## config.mk

```make
export PLATFORM = sky130hd
export DESIGN_NAME = plih_muldiv
export DESIGN_NICKNAME = d
export VERILOG_FILES = /design/src/rtl/core/assert_macros.svh /design/src/rtl/core/plih_pkg.sv /design/src/rtl/core/plih_muldiv.sv
export SDC_FILE = /design/constraint.sdc
export NUM_CORES = 2
export LEC_CHECK = 0
export BUFFER_PORTS_ARGS = -buffer_cell sky130_fd_sc_hd__buf_4
export CAP_MARGIN = 15
export CORE_ASPECT_RATIO = 1.25
export CORE_UTILIZATION = 38
export DETAILED_ROUTE_END_ITERATION = 6
export PLACE_DENSITY = 0.63
export SLEW_MARGIN = 0
export SYNTH_ARGS = -nofsm -noshare
export SYNTH_HDL_FRONTEND = slang
export SYNTH_SLANG_ARGS = --single-unit
```

## constraint.sdc

```tcl
create_clock -name clk -period 22.2 [get_ports clk]
set_input_delay 4.44 -clock clk [delete_from_list [all_inputs] [get_ports clk]]
set_output_delay 4.44 -clock clk [all_outputs]
set_load 0.02 [all_outputs]
```

## src/rtl/core/assert_macros.svh

```systemverilog
// Assertion macros shared by the interpolator RTL.
// Depends on nothing; included by the files that carry concurrent assertions.
`ifndef ASSERT_MACROS_SVH
`define ASSERT_MACROS_SVH

// Clocked assertion with a synchronous reset that disables the check.
`define PLIH_ASSERT(lbl, clk, rst, prop, msg) \
  lbl: assert property (@(posedge clk) disable iff (rst) prop) else $error(msg);

// Implication form: the consequent must hold in the same cycle.
`define PLIH_ASSERT_IMP(lbl, clk, rst, ante, cons, msg) \
  lbl: assert property (@(posedge clk) disable iff (rst) (ante) |-> (cons)) else $error(msg);

`endif

```

## src/rtl/core/plih_pkg.sv

```systemverilog
// Shared constants and codes for the piecewise-linear interpolator.
// Depends on nothing; used by the muldiv and top modules of the block.
`default_nettype none

package plih_pkg;

  // Default number of table nodes.
  localparam int TABLE_DEPTH_DEF = 256;

  // Search constants.
  localparam int CACHE_WINDOW = 8;
  localparam int LINEAR_LIMIT = 4;
  localparam int GUESS_MARGIN = 3;

  // Field widths.
  localparam int DATA_W  = 32;
  localparam int INDEX_W = 8;
  localparam int LEN_W   = 9;
  localparam int CASE_W  = 3;

  // Quotient clamp: the magnitude added to y0 never exceeds two to the fortieth.
  localparam int QUO_W = 41;

  // Register reset value.
  localparam logic [LEN_W-1:0] TABLE_LENGTH_RST = 9'd2;

  // Request types.
  localparam logic REQ_LOAD  = 1'b0;
  localparam logic REQ_QUERY = 1'b1;

  // Result codes carried on bracket_case.
  localparam logic [CASE_W-1:0] CASE_BELOW  = 3'd0;
  localparam logic [CASE_W-1:0] CASE_ABOVE  = 3'd1;
  localparam logic [CASE_W-1:0] CASE_LAST   = 3'd2;
  localparam logic [CASE_W-1:0] CASE_EXACT  = 3'd3;
  localparam logic [CASE_W-1:0] CASE_INTERP = 3'd4;

endpackage

`default_nettype wire

```

## src/rtl/core/plih_muldiv.sv

```systemverilog
// Multi-cycle unsigned multiply then restoring divide: min(a*b/d, 2^40).
// Depends on plih_pkg for the quotient width.
`default_nettype none

module plih_muldiv (
  input  wire logic                      clk,
  input  wire logic                      rst,
  input  wire logic                      start,
  input  wire logic [32:0]               op_a,
  input  wire logic [32:0]               op_b,
  input  wire logic [32:0]               op_d,
  output logic                           done,
  output logic [plih_pkg::QUO_W-1:0]     quo
);

  localparam int NUM_W = 65;

  typedef enum logic [2:0] {M_IDLE, M_LO, M_HI, M_ADD, M_DIV} mstate_t;

  mstate_t           state;
  logic [32:0]       ma;
  logic [32:0]       mb;
  logic [32:0]       md;
  logic [49:0]       preg;
  logic [NUM_W-1:0]  num;
  logic [32:0]       rem;
  logic [6:0]        count;

  logic [16:0]       mul_a;
  logic [49:0]       prod;
  logic [33:0]       rem_sh;
  logic [33:0]       rem_sub;
  logic              take;

  // One 17x33 multiplier serves both halves of the first operand.
  always_comb begin
    mul_a   = (state == M_LO) ? ma[16:0] : {1'b0, ma[32:17]};
    prod    = 50'(mul_a) * 50'(mb);
    rem_sh  = {rem, num[NUM_W-1]};
    rem_sub = rem_sh - {1'b0, md};
    take    = (rem_sh >= {1'b0, md});
  end

  // Sequencer: low partial product, high partial product, sum, then one
  // quotient bit a cycle.
  always_ff @(posedge clk) begin
    if (rst) begin
      state <= M_IDLE;
      done  <= 1'b0;
      count <= '0;
    end else begin
      done <= (state == M_DIV) && (count == 7'd1);
      case (state)
        M_IDLE: begin
          if (start) begin
            ma    <= op_a;
            mb    <= op_b;
            md    <= op_d;
            state <= M_LO;
          end
        end
        M_LO: begin
          preg  <= prod;
          state <= M_HI;
        end
        M_HI: begin
          num   <= NUM_W'(preg);
          preg  <= prod;
          state <= M_ADD;
        end
        M_ADD: begin
          num   <= num + (NUM_W'(preg) << 17);
          rem   <= '0;
          count <= 7'(NUM_W);
          state <= M_DIV;
        end
        M_DIV: begin
          rem   <= take ? rem_sub[32:0] : rem_sh[32:0];
          num   <= {num[NUM_W-2:0], take};
          count <= count - 7'd1;
          if (count == 7'd1) begin
            state <= M_IDLE;
          end
        end
        default: state <= M_IDLE;
      endcase
    end
  end

  // Clamp the quotient to two to the fortieth.
  always_comb begin
    if (num > (NUM_W'(1) << (plih_pkg::QUO_W - 1))) begin
      quo = plih_pkg::QUO_W'(1) << (plih_pkg::QUO_W - 1);
    end else begin
      quo = num[plih_pkg::QUO_W-1:0];
    end
  end

endmodule

`default_nettype wire

```

==> impl_results.md <==
- Post-route ant nets: 0
- Final core utilization: 42.06%
- Area grow syn2layout: 9.539%
- CP Depth: 26
- I/O Pins: 144
- CTS resizes: 0
- Share of layout cells above drive strength 1: 7.457%
- Cell Rows: 118
- Area of the core: 82970 um^2
- Synth Area in Adders: 37.37%
- Clock root cell: clkbuf_16
- Placed Area: 33890 um^2
- # diodes: 0
- DR WL/cell: 18.90 um
- RSZ-0062 raised after global routing: false
- Endpoint class of the critical path: flop
- Synth warn: 0
- Drt pass-1 iters: 7
- Setup slack, reg-to-reg: 12.49 ns
- Yosys cell types: 70
- DRT iter0 DRCs: 1415
- Syn nets: 4097
- Cell count after synthesis: 3323
- Cell family with most CP delay: adder cells
- I/O Buffers: 143
- Multi-input logic area: 21520 um^2
- Simple-gate portion of the synthesized area: 15.49%
- Status: finished with violations
- Cts bufs inserted: 31
- Critical path origin: state[2]
- Reg2reg end: preg[46]
- Hold Path Class: reg -> reg
- Highest Clock Rate: 103.0 MHz
- Async set-reset flop share out of synthesis: 0%
- Htree depth: 1
- EDFF count, synth: 247
- Critical Path Most Common Cell: fa_1
- Hold Vio Cnt, Final: 0
- Largest stage delay, worst path: 0.89 ns
- Failing checks: DRC
- Register area: 7637 um^2
- Post-synthesis compound-gate area fraction: 9.955%
- Via count: 23590
- Least-Margin Pin Slew: 0.9999 ns
- Total GRT Usage: 20.26%
- Starting Density: 38.40%
- Die Area: 85010 um^2
- Slew Viols, Final: 0
- Register area share after synthesis: 23.97%
- Worst r2r src: state[2]
- Critical Path Fanout Max: 41
- HPWL Detailed: 63110 um
- Seq cells post-synth: 258
- Mux contribution to synthesized area: 1.571%
- # hold bufs at CTS: 0
- Max-cap violation count: 0
- Synth Area in XOR/XNOR: 2.996%
- Vias in the first global route: 24870
- CTS tree: done
- Worst endpoint required time: 22.54 ns
- Gp weighted congestion: 0.8875
- CP Launch Type: flop
- Worst setup path end: preg[46]
- Avg Vias per Cell: 5.275
- Crit Path Category: reg -> reg
- Post-CTS setup buffers: 0
- CP Data Arrival Time: 10.05 ns
- DRC Markers: 17
- Largest family of logic cells by synthesized area: adder cells
- Largest net degree at the start of global routing: 64
- Clock Sinks: 258
- Crit path buffers/inverters: 5
- CTS clk-pin slew, worst paths: 0.06 ns
- Min Tclk post-route: 9.713 ns
- Most common flop cell mapped by yosys: edfxtp_1
- Routed Wire Length: 84540 um
- Cell count of the worst reg-to-reg path: 26
- Layout Cells excl Fill: 4473
- Critical-path top delay cell: mux2_2
- First-pass GRT wire length: 135400 um
- Avg Synthesized Cell Area: 9.588 um^2
- Setup Total Neg Slack: 0 ns
- Finished Cell Area: 34900 um^2
- Initial antenna violation count: 1
- Clock Path Buffers: 3
- Total gr overflow: 0
- Nets: 4143
- Setup Viol. Count Final: 0
- Clock skew: 0.02931 ns
- Clock Latency Late Sink: 0.60 ns
- Final period utilization: 43.75%
- Placed Cells incl. Taps: 4416
- Rel. slew slack: 31.62%
- Mapped Area: 31860 um^2
- Die Y: 325.7 um
- Die span in x: 261.0 um
- Fillers: 8207
## worst reg2reg max path: stages (launching register included)
cell and delay, ns:
dfxtp_1 0.82, inv_1 0.38, nand2_1 0.26, nor2_4 0.04, buf_4 0.31, mux2_2 0.93
nand2_1 0.20, fa_1 0.54, fa_1 0.53, fa_1 0.52, inv_1 0.06, fa_1 0.50
fa_1 0.54, inv_1 0.05, fa_1 0.53, inv_1 0.04, ha_1 0.35, nand2_1 0.13
nor3_1 0.06, a2111oi_0 0.64, a2111oi_0 0.38, nor4b_1 0.71, o32ai_2 0.26, a21oi_1 0.27
nand4b_1 0.19, a211oi_1 0.10, xor2_1 0.15
## sequential cells by signal, indices dropped and copies added, names as in the netlist
register,cells
num,65
mb,33
md,33
done,1
ma,33
preg,50
state,3
count,7
rem,33
## synthesized netlist by cell type, types with 4 or more instances
cell type,count,area share (%)
a2111oi_0,5,0.14
a22oi_1,27,0.64
nand3_1,42,0.66
ha_1,206,8.1
and2_1,246,4.8
inv_1,582,6.9
a41oi_1,5,0.14
o31ai_1,11,0.26
o21ai_0,103,1.6
a221oi_1,4,0.11
or2_2,10,0.20
nor2b_1,13,0.26
fa_1,466,29
a31oi_1,9,0.18
xnor2_1,73,2.0
a211o_1,6,0.16
nand2b_1,20,0.39
nor3_1,35,0.55
nor2_1,117,1.4
clkbuf_1,140,1.6
nor4_1,21,0.41
a211oi_1,19,0.45
dfxtp_1,11,0.69
a21o_1,57,1.3
o21bai_1,17,0.40
and3_1,41,0.81
a21oi_1,130,2.0
o21a_1,10,0.24
a22o_1,22,0.60
o22ai_1,7,0.14
o211ai_1,11,0.26
nand2_1,452,5.3
nand4_1,14,0.27
mux2i_1,32,1.0
edfxtp_1,247,23
xor2_1,36,0.99
mux2_2,16,0.57
## worst min-delay path by stage
stage          startpoint        to  slack, ns  cells past startpoint
6_report         count[6]  count[6]       0.48                      1
3_3_place_gp     count[6]  count[6]       0.46                      1
5_1_grt          count[6]  count[6]       0.51                      1
2_1_floorplan    count[6]  count[6]       0.43                      1
3_5_place_dp     count[6]  count[6]       0.47                      1
4_1_cts          count[6]  count[6]       0.49                      1
## layout make-up
| class | instances | area share (%) |
|---|---|---|
| well taps | 1080 | 3.872 |
| flip-flops and latches | 258 | 21.88 |
| clock buffers | 41 | 2.445 |
| repair buffers | 159 | 3.420 |
| multi-input cells | 2337 | 61.66 |
| clock inverters | 16 | 0.4589 |
| inverters | 582 | 6.260 |
## routing by layer
metal | up-vias | GRT usage (%) | part of all wire (%)
met5 | - | 0 | 0.015
met4 | 2 | 6.661 | 3.3
met3 | 152 | 2.739 | 6.4
met2 | 709 | 35.31 | 49
met1 | 11900 | 25.68 | 41
li1 | 10830 | - | -
## metrics by stage
step | worst slack, ns | hold WS (ns)
2_1_floorplan | 13.57 | 0.4334
3_3_place_gp | 12.63 | 0.4645
3_5_place_dp | 12.53 | 0.4716
4_1_cts | 12.51 | 0.4863
5_1_grt | 11.90 | 0.5103
6_report | 12.49 | 0.4833
## placed cells by master (no fill, tap or decap), types with 21 or more instances in the layout
cell type	synthesis	final
nor2_1	117	113
nand3_1	42	42
xnor2_1	73	73
inv_1	582	582
buf_4	0	159
o21ai_0	103	103
nand2_1	452	452
clkbuf_16	0	31
a21o_1	57	57
fa_1	466	466
edfxtp_1	247	247
a21oi_1	130	129
nor3_1	35	34
mux2i_1	32	32
xor2_1	36	36
ha_1	206	206
and3_1	41	40
and2_1	246	246
a22oi_1	27	27
a22o_1	22	22
nor4_1	21	21
## cells by family after synthesis
logic type,after synthesis
flip-flops,258
XOR/XNOR,109
adder cells (fa/ha/maj),672
buffers and inverters,728
AO/OA/AOI/OAI,481
multiplexers,48
AND/OR/NAND/NOR,1027
Power is not shown: default switching activity piles up to over one toggle a cycle in this logic, so the estimate is an artifact.
